`src/rtl/sqtw_pkg.sv`:
```
`default_nettype none

package sqtw_pkg;

  // Defaults for the top-level parameters
  localparam int unsigned DEPTH_DEF      = 16;
  localparam int unsigned ID_BITS_DEF    = 8;
  localparam int unsigned COUNT_BITS_DEF = 32;

  // Fixed port widths
  localparam int unsigned TID_W  = 8;
  localparam int unsigned DUR_W  = 32;
  localparam int unsigned KIND_W = 2;

  // Result codes
  typedef enum logic [KIND_W-1:0] {
    KIND_INSERTED = 2'd0,
    KIND_ZERO     = 2'd1,
    KIND_FULL     = 2'd2,
    KIND_WOKEN    = 2'd3
  } kind_e;

  // Controller states
  typedef enum logic [1:0] {
    ST_IDLE,
    ST_SLEEP,
    ST_SCAN,
    ST_FLUSH
  } state_e;

  // Controller to datapath
  typedef struct packed {
    logic load;    // capture the input word, reset scan pointers
    logic sleep;   // resolve a sleep request
    logic scan;    // one step of the tick sweep
    logic finish;  // close the sweep: new count, flush the held wake
  } cmd_t;

  // Datapath to controller
  typedef struct packed {
    logic scan_done;
  } status_t;

endpackage

`default_nettype wire

```
`src/rtl/sleep_queue_tick_waker_unit.sv`:
```
// Sleep queue with tick wake-up.
// Command channel: a word is taken on a rising edge with start high and
// busy low. opcode_i 0 puts thread_id_i to sleep for sleep_ticks_i ticks,
// opcode_i 1 is one timer tick.
// Result channel: strobe_o marks one result word (kind_o, woken_id_o, last_o)
// for exactly one cycle; the receiver cannot stall, so none is ever held.
// A sleep word gives one result, registered in the SLEEP state after it is
// taken; busy is high for one cycle meanwhile, so the next word waits.
// A tick sweeps the table through a single memory read port, one entry a
// cycle, in the SCAN state and then the FLUSH state, with busy high
// throughout; woken threads appear in insertion order, the final
// one with last_o set. A tick that wakes nothing gives no result.
// Survivors are packed back to the head of the table during the same sweep.
// Reset empties the table and drops any result in flight; no clearing pass
// is needed, the entry count alone marks what is held.
`default_nettype none

module sleep_queue_tick_waker_unit #(
  parameter int unsigned DEPTH      = sqtw_pkg::DEPTH_DEF,
  parameter int unsigned ID_BITS    = sqtw_pkg::ID_BITS_DEF,
  parameter int unsigned COUNT_BITS = sqtw_pkg::COUNT_BITS_DEF
) (
  input  wire logic                        clk_i,
  input  wire logic                        rst_ni,
  input  wire logic                        start,
  output logic                             busy,
  input  wire logic                        opcode_i,
  input  wire logic [sqtw_pkg::TID_W-1:0]  thread_id_i,
  input  wire logic [sqtw_pkg::DUR_W-1:0]  sleep_ticks_i,
  output logic                             strobe_o,
  output logic [sqtw_pkg::KIND_W-1:0]      kind_o,
  output logic [sqtw_pkg::TID_W-1:0]       woken_id_o,
  output logic                             last_o
);

  sqtw_pkg::cmd_t    cmd;
  sqtw_pkg::status_t status;

  sqtw_ctrl u_ctrl (
    .clk_i    (clk_i),
    .rst_ni   (rst_ni),
    .start_i  (start),
    .tick_i   (opcode_i),
    .status_i (status),
    .cmd_o    (cmd),
    .busy_o   (busy)
  );

  sqtw_dp #(
    .DEPTH      (DEPTH),
    .ID_BITS    (ID_BITS),
    .COUNT_BITS (COUNT_BITS)
  ) u_dp (
    .clk_i         (clk_i),
    .rst_ni        (rst_ni),
    .cmd_i         (cmd),
    .status_o      (status),
    .thread_id_i   (thread_id_i),
    .sleep_ticks_i (sleep_ticks_i),
    .strobe_o      (strobe_o),
    .kind_o        (kind_o),
    .woken_id_o    (woken_id_o),
    .last_o        (last_o)
  );

endmodule

`default_nettype wire

```
`src/rtl/sqtw_ctrl.sv`:
```
`default_nettype none

module sqtw_ctrl (
  input  wire logic              clk_i,
  input  wire logic              rst_ni,
  input  wire logic              start_i,
  input  wire logic              tick_i,
  input  wire sqtw_pkg::status_t status_i,
  output sqtw_pkg::cmd_t         cmd_o,
  output logic                   busy_o
);

  sqtw_pkg::state_e state_q, state_d;

  // State register
  always_ff @(posedge clk_i or negedge rst_ni) begin
    if (!rst_ni) begin
      state_q <= sqtw_pkg::ST_IDLE;
    end else begin
      state_q <= state_d;
    end
  end

  // Next state and commands
  always_comb begin
    state_d = state_q;
    cmd_o   = '0;
    busy_o  = 1'b1;
    unique case (state_q)
      sqtw_pkg::ST_IDLE: begin
        busy_o = 1'b0;
        if (start_i) begin
          cmd_o.load = 1'b1;
          state_d    = tick_i ? sqtw_pkg::ST_SCAN : sqtw_pkg::ST_SLEEP;
        end
      end
      sqtw_pkg::ST_SLEEP: begin
        cmd_o.sleep = 1'b1;
        state_d     = sqtw_pkg::ST_IDLE;
      end
      sqtw_pkg::ST_SCAN: begin
        cmd_o.scan = 1'b1;
        if (status_i.scan_done) begin
          state_d = sqtw_pkg::ST_FLUSH;
        end
      end
      sqtw_pkg::ST_FLUSH: begin
        cmd_o.finish = 1'b1;
        state_d      = sqtw_pkg::ST_IDLE;
      end
      default: begin
        state_d = sqtw_pkg::ST_IDLE;
      end
    endcase
  end

endmodule

`default_nettype wire

```
`src/rtl/sqtw_dp.sv`:
```
`default_nettype none

module sqtw_dp #(
  parameter int unsigned DEPTH      = sqtw_pkg::DEPTH_DEF,
  parameter int unsigned ID_BITS    = sqtw_pkg::ID_BITS_DEF,
  parameter int unsigned COUNT_BITS = sqtw_pkg::COUNT_BITS_DEF
) (
  input  wire logic                        clk_i,
  input  wire logic                        rst_ni,
  input  wire sqtw_pkg::cmd_t              cmd_i,
  output sqtw_pkg::status_t                status_o,
  input  wire logic [sqtw_pkg::TID_W-1:0]  thread_id_i,
  input  wire logic [sqtw_pkg::DUR_W-1:0]  sleep_ticks_i,
  output logic                             strobe_o,
  output logic [sqtw_pkg::KIND_W-1:0]      kind_o,
  output logic [sqtw_pkg::TID_W-1:0]       woken_id_o,
  output logic                             last_o
);

  localparam int unsigned IDX_W  = $clog2(DEPTH);
  localparam int unsigned CNT_W  = $clog2(DEPTH + 1);
  localparam int unsigned ENT_W  = ID_BITS + 2 * COUNT_BITS;
  localparam int unsigned WIDE_W = (COUNT_BITS > sqtw_pkg::DUR_W) ? COUNT_BITS
                                                                  : sqtw_pkg::DUR_W;

  // Entry store: {thread, elapsed, target}
  logic [ENT_W-1:0] mem [DEPTH];

  logic             mem_we;
  logic [IDX_W-1:0] mem_wa;
  logic [ENT_W-1:0] mem_wd;
  logic             rd_en;
  logic [IDX_W-1:0] rd_addr;
  logic [ENT_W-1:0] rd_data_q;

  // Control registers
  logic [CNT_W-1:0] count_q, count_d;
  logic [CNT_W-1:0] scan_cnt_q, scan_cnt_d;
  logic [CNT_W-1:0] wr_ptr_q, wr_ptr_d;
  logic             rd_vld_q, rd_vld_d;
  logic             pend_q, pend_d;
  logic             strobe_q, strobe_d;

  // Payload registers
  logic [sqtw_pkg::TID_W-1:0]  tid_q, tid_d;
  logic [sqtw_pkg::DUR_W-1:0]  dur_q, dur_d;
  logic [ID_BITS-1:0]          pend_id_q, pend_id_d;
  logic [sqtw_pkg::KIND_W-1:0] kind_q, kind_d;
  logic [sqtw_pkg::TID_W-1:0]  id_q, id_d;
  logic                        last_q, last_d;

  // Sweep helpers
  logic                  issue;
  logic                  full;
  logic [WIDE_W-1:0]     dur_wide;
  logic [COUNT_BITS-1:0] target_new;
  logic [ID_BITS-1:0]    rd_thread;
  logic [COUNT_BITS-1:0] rd_elapsed;
  logic [COUNT_BITS-1:0] rd_target;
  logic [COUNT_BITS-1:0] el_inc;
  logic                  expired;

  assign issue      = (scan_cnt_q < count_q);
  assign full       = (count_q == CNT_W'(DEPTH));
  assign dur_wide   = WIDE_W'(dur_q);
  assign target_new = (dur_wide > WIDE_W'({COUNT_BITS{1'b1}})) ? {COUNT_BITS{1'b1}}
                                                               : dur_wide[COUNT_BITS-1:0];

  assign rd_target  = rd_data_q[COUNT_BITS-1:0];
  assign rd_elapsed = rd_data_q[2*COUNT_BITS-1:COUNT_BITS];
  assign rd_thread  = rd_data_q[ENT_W-1:2*COUNT_BITS];
  // Saturating increment, then the expiry compare
  assign el_inc     = (rd_elapsed == {COUNT_BITS{1'b1}}) ? rd_elapsed
                                                         : rd_elapsed + COUNT_BITS'(1);
  assign expired    = (el_inc >= rd_target);

  assign status_o.scan_done = !issue && !rd_vld_q;

  // Next-state logic
  always_comb begin
    count_d    = count_q;
    scan_cnt_d = scan_cnt_q;
    wr_ptr_d   = wr_ptr_q;
    rd_vld_d   = 1'b0;
    pend_d     = pend_q;
    strobe_d   = 1'b0;
    tid_d      = tid_q;
    dur_d      = dur_q;
    pend_id_d  = pend_id_q;
    kind_d     = kind_q;
    id_d       = id_q;
    last_d     = last_q;
    mem_we     = 1'b0;
    mem_wa     = '0;
    mem_wd     = '0;
    rd_en      = 1'b0;
    rd_addr    = '0;

    if (cmd_i.load) begin
      tid_d      = thread_id_i;
      dur_d      = sleep_ticks_i;
      scan_cnt_d = '0;
      wr_ptr_d   = '0;
      pend_d     = 1'b0;
    end

    // Sleep request: one result word, append at the tail unless zero length or full
    if (cmd_i.sleep) begin
      strobe_d = 1'b1;
      id_d     = tid_q;
      last_d   = 1'b1;
      if (dur_q == '0) begin
        kind_d = sqtw_pkg::KIND_ZERO;
      end else if (full) begin
        kind_d = sqtw_pkg::KIND_FULL;
      end else begin
        kind_d  = sqtw_pkg::KIND_INSERTED;
        mem_we  = 1'b1;
        mem_wa  = count_q[IDX_W-1:0];
        mem_wd  = {ID_BITS'(tid_q), {COUNT_BITS{1'b0}}, target_new};
        count_d = count_q + CNT_W'(1);
      end
    end

    // Tick sweep: read one entry a cycle, keep survivors packed at wr_ptr
    if (cmd_i.scan) begin
      if (issue) begin
        rd_en      = 1'b1;
        rd_addr    = scan_cnt_q[IDX_W-1:0];
        scan_cnt_d = scan_cnt_q + CNT_W'(1);
        rd_vld_d   = 1'b1;
      end
      if (rd_vld_q) begin
        if (expired) begin
          // hold each wake back until the next one or the end of sweep so the final one can carry last
          if (pend_q) begin
            strobe_d = 1'b1;
            kind_d   = sqtw_pkg::KIND_WOKEN;
            id_d     = sqtw_pkg::TID_W'(pend_id_q);
            last_d   = 1'b0;
          end
          pend_d    = 1'b1;
          pend_id_d = rd_thread;
        end else begin
          mem_we   = 1'b1;
          mem_wa   = wr_ptr_q[IDX_W-1:0];
          mem_wd   = {rd_thread, el_inc, rd_target};
          wr_ptr_d = wr_ptr_q + CNT_W'(1);
        end
      end
    end

    // End of sweep
    if (cmd_i.finish) begin
      count_d = wr_ptr_q;
      if (pend_q) begin
        strobe_d = 1'b1;
        kind_d   = sqtw_pkg::KIND_WOKEN;
        id_d     = sqtw_pkg::TID_W'(pend_id_q);
        last_d   = 1'b1;
      end
      pend_d = 1'b0;
    end
  end

  // Control registers
  always_ff @(posedge clk_i or negedge rst_ni) begin
    if (!rst_ni) begin
      count_q    <= '0;
      scan_cnt_q <= '0;
      wr_ptr_q   <= '0;
      rd_vld_q   <= 1'b0;
      pend_q     <= 1'b0;
      strobe_q   <= 1'b0;
    end else begin
      count_q    <= count_d;
      scan_cnt_q <= scan_cnt_d;
      wr_ptr_q   <= wr_ptr_d;
      rd_vld_q   <= rd_vld_d;
      pend_q     <= pend_d;
      strobe_q   <= strobe_d;
    end
  end

  // Payload registers
  always_ff @(posedge clk_i) begin
    tid_q     <= tid_d;
    dur_q     <= dur_d;
    pend_id_q <= pend_id_d;
    kind_q    <= kind_d;
    id_q      <= id_d;
    last_q    <= last_d;
  end

  // Entry store write port
  always_ff @(posedge clk_i) begin
    if (mem_we) begin
      mem[mem_wa] <= mem_wd;
    end
  end

  // Entry store read port, registered
  always_ff @(posedge clk_i) begin
    if (rd_en) begin
      rd_data_q <= mem[rd_addr];
    end
  end

  assign strobe_o   = strobe_q;
  assign kind_o     = kind_q;
  assign woken_id_o = id_q;
  assign last_o     = last_q;

  // Checks
  a_count_bound: assert property (@(posedge clk_i) disable iff (!rst_ni)
    count_q <= CNT_W'(DEPTH))
    else $error("entry count above depth");

  a_scan_bound: assert property (@(posedge clk_i) disable iff (!rst_ni)
    cmd_i.scan |-> scan_cnt_q <= count_q)
    else $error("sweep read past the table");

  a_wr_behind_rd: assert property (@(posedge clk_i) disable iff (!rst_ni)
    cmd_i.scan |-> wr_ptr_q <= scan_cnt_q)
    else $error("compaction write overtook the sweep");

  a_sleep_last: assert property (@(posedge clk_i) disable iff (!rst_ni)
    (strobe_q && kind_q != sqtw_pkg::KIND_WOKEN) |-> last_q)
    else $error("sleep result without last");

  a_flush_clears: assert property (@(posedge clk_i) disable iff (!rst_ni)
    cmd_i.finish |=> !pend_q)
    else $error("held wake survived the end of sweep");

endmodule

`default_nettype wire

```
`config.mk`:
```
export PLATFORM = sky130hd
export DESIGN_NAME = sleep_queue_tick_waker_unit
export DESIGN_NICKNAME = d
export VERILOG_FILES = /design/src/rtl/sqtw_pkg.sv /design/src/rtl/sleep_queue_tick_waker_unit.sv /design/src/rtl/sqtw_ctrl.sv /design/src/rtl/sqtw_dp.sv
export SDC_FILE = /design/constraint.sdc
export NUM_CORES = 2
export LEC_CHECK = 0
export BUFFER_PORTS_ARGS = -buffer_cell sky130_fd_sc_hd__buf_2
export CAP_MARGIN = 20
export CELL_PAD_IN_SITES_DETAIL_PLACEMENT = 0
export CELL_PAD_IN_SITES_GLOBAL_PLACEMENT = 1
export CORE_ASPECT_RATIO = 0.75
export CORE_UTILIZATION = 40
export CTS_CLUSTER_DIAMETER = 150
export CTS_CLUSTER_SIZE = 24
export DETAILED_ROUTE_END_ITERATION = 6
export PLACE_DENSITY_LB_ADDON = 0.1
export SLEW_MARGIN = 15
export SYNTH_ARGS = -nofsm -noshare
export SYNTH_HDL_FRONTEND = slang
export SYNTH_SLANG_ARGS = --single-unit
```
`constraint.sdc`:
```
create_clock -name clk_i -period 22.2 [get_ports clk_i]
set_input_delay 1.11 -clock clk_i [delete_from_list [all_inputs] [get_ports clk_i]]
set_output_delay 1.11 -clock clk_i [all_outputs]
set_load 0.01 [all_outputs]
```
=== Word level (Yosys, flattened, before mapping) ===
Memories as Yosys holds them, arrays and structs flattened. A register that Yosys moved wholly into a read port is not among the register bits.
Index checks and enable logic that the tools add are counted.

* RAM bits: 1152
* Memories kept: 1
* Bits in registers: 79

{| class="wikitable"
|+ Memory list
! name !! words !! width !! rd ports !! clocked after memory_dff !! wr ports !! line !! source
|-
| u_dp.mem || 16 || 72 || 1 || 1 || 1 || sqtw_dp.sv:27 || <nowiki>logic [ENT_W-1:0] mem [DEPTH];</nowiki>
|}

* Reduce and logical (&&, ||, !) cells: 10
* Add/sub/neg operators: 4
* Equal/unequal tests: 9
* Magnitude comparators: 3
* Multiplexer cells: 82

{| class="wikitable"
|+ Operators by type and width
! kind !! count
|-
| 72-bit two-way mux || 6
|-
| 32-bit two-way mux || 2
|-
| 8-bit two-way mux || 7
|-
| 5-bit two-way mux || 11
|-
| 1-bit two-way mux || 35
|-
| 32-bit by 1-bit adder with 32-bit output (second input constant) || 1
|-
| 32-bit equality test (second input constant) || 1
|-
| 32-bit >= comparator || 1
|-
| 32-bit greater-than comparator (second input constant) || 1
|-
| 32-bit zero test || 1
|-
| 4-bit two-way mux || 8
|-
| 2-bit two-way mux || 12
|-
| 5-bit by 1-bit adder with 5-bit output (second input constant) || 3
|-
| 2-bit inequality test (second input constant) || 4
|-
| 2-bit one-hot mux with 3 select lines || 1
|-
| 3-bit AND reduction || 2
|-
| 5-bit equality test (second input constant) || 1
|-
| 5-bit less-than comparator || 1
|-
| 2-bit equality test (second input constant) || 2
|-
| 2-bit by 1-bit equality test with 1-bit output (second input constant) || 1
|-
| 1-bit zero test || 2
|-
| 2-bit zero test || 1
|-
| 2-bit AND reduction || 1
|-
| 2-bit nonzero test || 1
|-
| 2 further kinds || 2
|}

=== Longest topological paths before layout ===
* Depth in word-level cells: 10
* Gate-level depth with buffers: 18

=== Hierarchy ===
Synthesis repeated with hierarchy kept, for this count alone.

* Cell total of the unflattened synthesis: 3178
* Area, all modules: 52166.3 µm²

{| class="wikitable"
|+ Modules (own cells, without submodules)
! module !! seq. area each (µm²) !! instances !! cells each !! area each (µm²)
|-
| sqtw_dp || 38867.3 || 1 || 3166 || 52049.9
|-
| sqtw_ctrl || 50.0 || 1 || 12 || 116.4
|}

=== Worst setup path before layout ===
OpenSTA, ideal clock, no wires.

* Kind: reg2reg
* Start point: reg u_dp.rd_data_q[38], read port of u_dp.mem
* End point: mem u_dp.mem[9][0] (netlist name), enable pin
* Slack: 12.801 ns
* Data required time: 21.590 ns
* Stages on the path, launching flop included: 18
* Arrival time: 8.789 ns
* Buffers on the path: 3
* Library setup time: 0.610 ns
* Cell sequence: edfxtp_1 > and4_1 > and3_1 > buf_4 > nand4_4 > o311a_1 > buf_6 > and4_4 > xor2_1 > ha_1 > nand4_1 > nor2_1 > a221o_1 > a211oi_2 > and4_1 > buf_2 > a31oi_1 > a211oi_1

* Cells in the longest elaborated chain, start to end: 8

{| class="wikitable"
|+ RTL lines
! item !! line !! source
|-
| from (decl) || sqtw_dp.sv:34 || <nowiki>logic [ENT_W-1:0] rd_data_q;</nowiki>
|-
| 32-bit by 1-bit adder with 32-bit output / 32-bit equality test (equally long branches) || sqtw_dp.sv:74, sqtw_dp.sv:73 ||
|-
| 32-bit two-way mux * || sqtw_dp.sv:73 || <nowiki>assign el_inc = (rd_elapsed == {COUNT_BITS{1'b1}}) ? rd_elapsed</nowiki>
|-
| 32-bit >= comparator * || sqtw_dp.sv:75 || <nowiki>assign expired = (el_inc >= rd_target);</nowiki>
|-
| 1-bit two-way mux || sqtw_dp.sv:134 || <nowiki>if (expired) begin</nowiki>
|-
| 1-bit two-way mux || sqtw_dp.sv:133 || <nowiki>if (rd_vld_q) begin</nowiki>
|-
| 1-bit two-way mux || sqtw_dp.sv:126 || <nowiki>if (cmd_i.scan) begin</nowiki>
|-
| 1-bit two-way mux || sqtw_dp.sv:197 || <nowiki>if (mem_we) begin</nowiki>
|-
| 1-bit two-way mux (implied by the code) || sqtw_dp.sv:198 || <nowiki>mem[mem_wa] <= mem_wd;</nowiki>
|-
| to (decl) || sqtw_dp.sv:27 ||
|}

Mark *: on every way between the ends. The rest lies on a longest branch, timed or not.

=== Worst setup path in the final report ===
* Start point: reg u_dp.rd_data_q[39], read port of u_dp.mem
* End point: mem u_dp.mem[4][25] (netlist name), enable pin

Same word-level chain as after synthesis.

==> flow_metrics.env <==
export IMPL_leakage_nw=19.3
export IMPL_dieArea_mm2=0.137
export IMPL_drive_above_1_share_pct=13.0
export IMPL_cts_sinks=1303
export IMPL_rows=116
export IMPL_synth_area_per_cell_um2=14.8
export IMPL_place_gp_congestion=0.858
export IMPL_async_reset_ff_share_pct=1.53
export IMPL_final_common_cell="edfxtp_1"
export IMPL_h_tree_depth=2
export IMPL_ctsLongestPathBuffers=3
export IMPL_grt_start_max_net_pins=162
export IMPL_hold_class="in2async"
export IMPL_hpwl_mm=87.3
export IMPL_min_period_over_period_pct=31.9
export IMPL_slew_viol_final=0
export IMPL_via_per_inst=5.85
export IMPL_cts_tree="yes"
export IMPL_p_per_area_mw_per_mm2=126
export IMPL_placedCellCount=5305
export IMPL_yosys_warnings=0
export IMPL_n_antenna_cell=0
export IMPL_ant_nets=0
export IMPL_io_pins=57
export IMPL_post_cts_setup_buffer_count=0
export IMPL_reg2reg_depth=15
export IMPL_die_w_um=426
export IMPL_end_kind="register"
export IMPL_path_max_fanout=47
export IMPL_cp_data_required_time_ns=22.54
export IMPL_tns_ns=0
export IMPL_drc=0
export IMPL_r2r_slack_ns=15.11
export IMPL_grt_overflow_total=0
export IMPL_vias=31500
export IMPL_synth_seq_cells=1303
export IMPL_yosysSeqAreaShare_pct=72.0
export IMPL_r2r_end="u_dp.mem[4][25]"
export IMPL_cts_resized=0
export IMPL_grt_first_pass_wirelength_mm=229
export IMPL_slew_headroom_pct=21.4
export IMPL_initial_core_util_pct=40.4
export IMPL_synth_edf_count=1272
export IMPL_grt_setup_unrepaired="no"
export IMPL_synth_ff_type="edfxtp_1"
export IMPL_hold_viol_final=0
export IMPL_ir_drop_mv=0.112
export IMPL_antenna_found_initial=2
export IMPL_cts_made_buffers=60
export IMPL_coreArea_mm2=0.134
export IMPL_syn_to_final_growth_pct=7.28
export IMPL_instances_no_fill=5385
export IMPL_finClkSkew_ns=0.0335
export IMPL_wire_per_inst_um=29.5
export IMPL_grtUsageTotal_pct=23.1
export IMPL_dieHeight_um=320
export IMPL_ff_latch_area_mm2=0.0389
export IMPL_clkTransAtPathRegs_ns=0.11
export IMPL_status="completed"
export IMPL_setup_viol=0
export IMPL_grt_pass1_vias=30900
export IMPL_reg2reg_from="u_dp.rd_data_q[39]"
export IMPL_fmax_mhz=141
export IMPL_total_power_w=0.00728
export IMPL_multi_input_area_mm2=0.0140
export IMPL_period_minus_slack_ns=7.09
export IMPL_io_buffers=56
export IMPL_worstSetupPathType="reg2reg"
export IMPL_syn_area_mm2=0.0540
export IMPL_cts_hold_buffers=0
export IMPL_syn_nets=3735
export IMPL_cts_root_buffer="clkbuf_16"
export IMPL_crit_arrival_ns=7.43
export IMPL_synthCells=3650
export IMPL_synth_cell_types=59
export IMPL_layout_common_cells="edfxtp_1 (1,272), nand2_1 (573), mux2_2 (215)"
export IMPL_cap_viol_max_count=0
export IMPL_fillers=11900
export IMPL_tightest_slew_ns=1.18
export IMPL_drt_total_wl_mm=159
export IMPL_drt_initial_drc_count=3478
export IMPL_worstSetupStartpointType="register"
export IMPL_drt_pass1_iterations=5
export IMPL_nets=3686
export IMPL_worstSkewPairLatency_ns=0.73
-- worst max path at each step --
| stage | from | to | slack (ns) | depth (start not counted) |
|---|---|---|---|---|
| 2_1_floorplan | u_dp.rd_data_q[38] | u_dp.mem[9][0] | 12.80 | 17 |
| 3_3_place_gp | u_dp.rd_data_q[38] | u_dp.mem[7][27] | 14.70 | 15 |
| 3_5_place_dp | u_dp.rd_data_q[39] | u_dp.mem[1][30] | 15.19 | 15 |
| 4_1_cts | u_dp.rd_data_q[39] | u_dp.mem[1][31] | 15.13 | 15 |
| 5_1_grt | u_dp.rd_data_q[39] | u_dp.mem[1][62] | 14.72 | 15 |
| 6_report | u_dp.rd_data_q[39] | u_dp.mem[4][25] | 15.11 | 15 |
-- worst max-delay path: stages, from the launching register on --
cell and delay, ns:
edfxtp_1 0.44, and4_1 0.26, and3_1 0.38, nand4_4 0.16, o311a_1 0.55, and4_4 0.28, xor2_1 0.18, ha_1 0.28
nand4_1 0.17, nor2_1 0.08, a221o_1 0.33, a211oi_2 0.49, and4_2 0.66, a32oi_1 0.44, nor2_4 0.99, buf_4 0.88
-- synthesized netlist by cell type (all sizes together), types with 2 or more instances --
master	count	area (um^2)
nor3b	4	30.0
and4	8	72.6
o211ai	71	533
ha	41	513
o21ai	122	611
o2111ai	72	637
dfrtp	20	500
clkbuf	187	702
o21a	2	15.0
a31oi	8	50.1
nand3	32	160
nand3b	3	22.5
and3	84	526
a21o	3	22.5
a32oi	3	26.3
mux2	215	2420
o221a	8	90.1
o31ai	2	15.0
nor3	15	75.1
a2bb2oi	142	1240
nand2b	4	25.0
a21oi	169	846
a211o	72	631
nor2	41	161
and2	36	225
edfxtp	1272	38200
buf	69	407
a221o	2	20.0
nand4	17	121
inv	48	180
dfxtp	11	220
a22o	9	78.8
mux2i	154	1540
a22oi	3	22.5
nor4	11	68.8
a211oi	4	35.0
xnor2	12	105
xor2	19	166
o22ai	74	463
nand2	573	2150
-- flip-flops by register name, summed over array words and instances (netlist names) --
signal / count
u_ctrl.state_q: 2
u_dp.count_q: 5
u_dp.dur_q: 32
u_dp.kind_o: 2
u_dp.last_o: 1
u_dp.mem: 1152
u_dp.pend_id_q: 8
u_dp.pend_q: 1
u_dp.rd_data_q: 72
u_dp.rd_vld_q: 1
u_dp.scan_cnt_q: 5
u_dp.strobe_o: 1
u_dp.tid_q: 8
u_dp.woken_id_o: 8
u_dp.wr_ptr_q: 5
-- cell type report --
class                   instances  share of cell area (%)
clock buffers                  73                    2.71
clock inverters                 3                  0.0648
inverters                      48                   0.332
multi-input cells            2043                    24.1
flip-flops and latches       1303                    67.2
well taps                    1770                    3.82
repair buffers                145                    1.78
-- per-stage QoR --
step	hold WS, ns	cell area (um^2)	util [%]	setup slack (ns)
finish	0.329	58000	43.4	15.11
detailed placement	0.443	56300	42.1	15.19
global placement	0.451	56300	42.1	14.70
floorplan	0.427	54000	-	12.80
global route	0.332	58000	43.4	14.72
CTS	0.289	57900	43.3	15.13
-- cells by family after synthesis --
logic type      share of synthesized area (%)
mux                                      7.38
xor+xnor                                0.503
fa+ha+maj                               0.950
buf+inv                                  2.39
flops                                    72.0
compound gates                           9.97
simple gates                             6.79
-- metal layers --
layer,share of wire (%),track usage [%],vias to the layer above
li1,-,-,13900
met1,48,35.9,16500
met2,44,34.6,1020
met3,6.2,3.06,117
met4,1.4,3.93,0
met5,0,0,-
-- power breakdown --
group	switching, W	total, W	internal (W)
clock	0.000762	0.00126	0.000502
sequential	0.000172	0.00337	0.00320
combinational	0.00183	0.00264	0.000809
total	0.00277	0.00728	0.00451
Note: power is estimated with default switching activity, not from simulation.
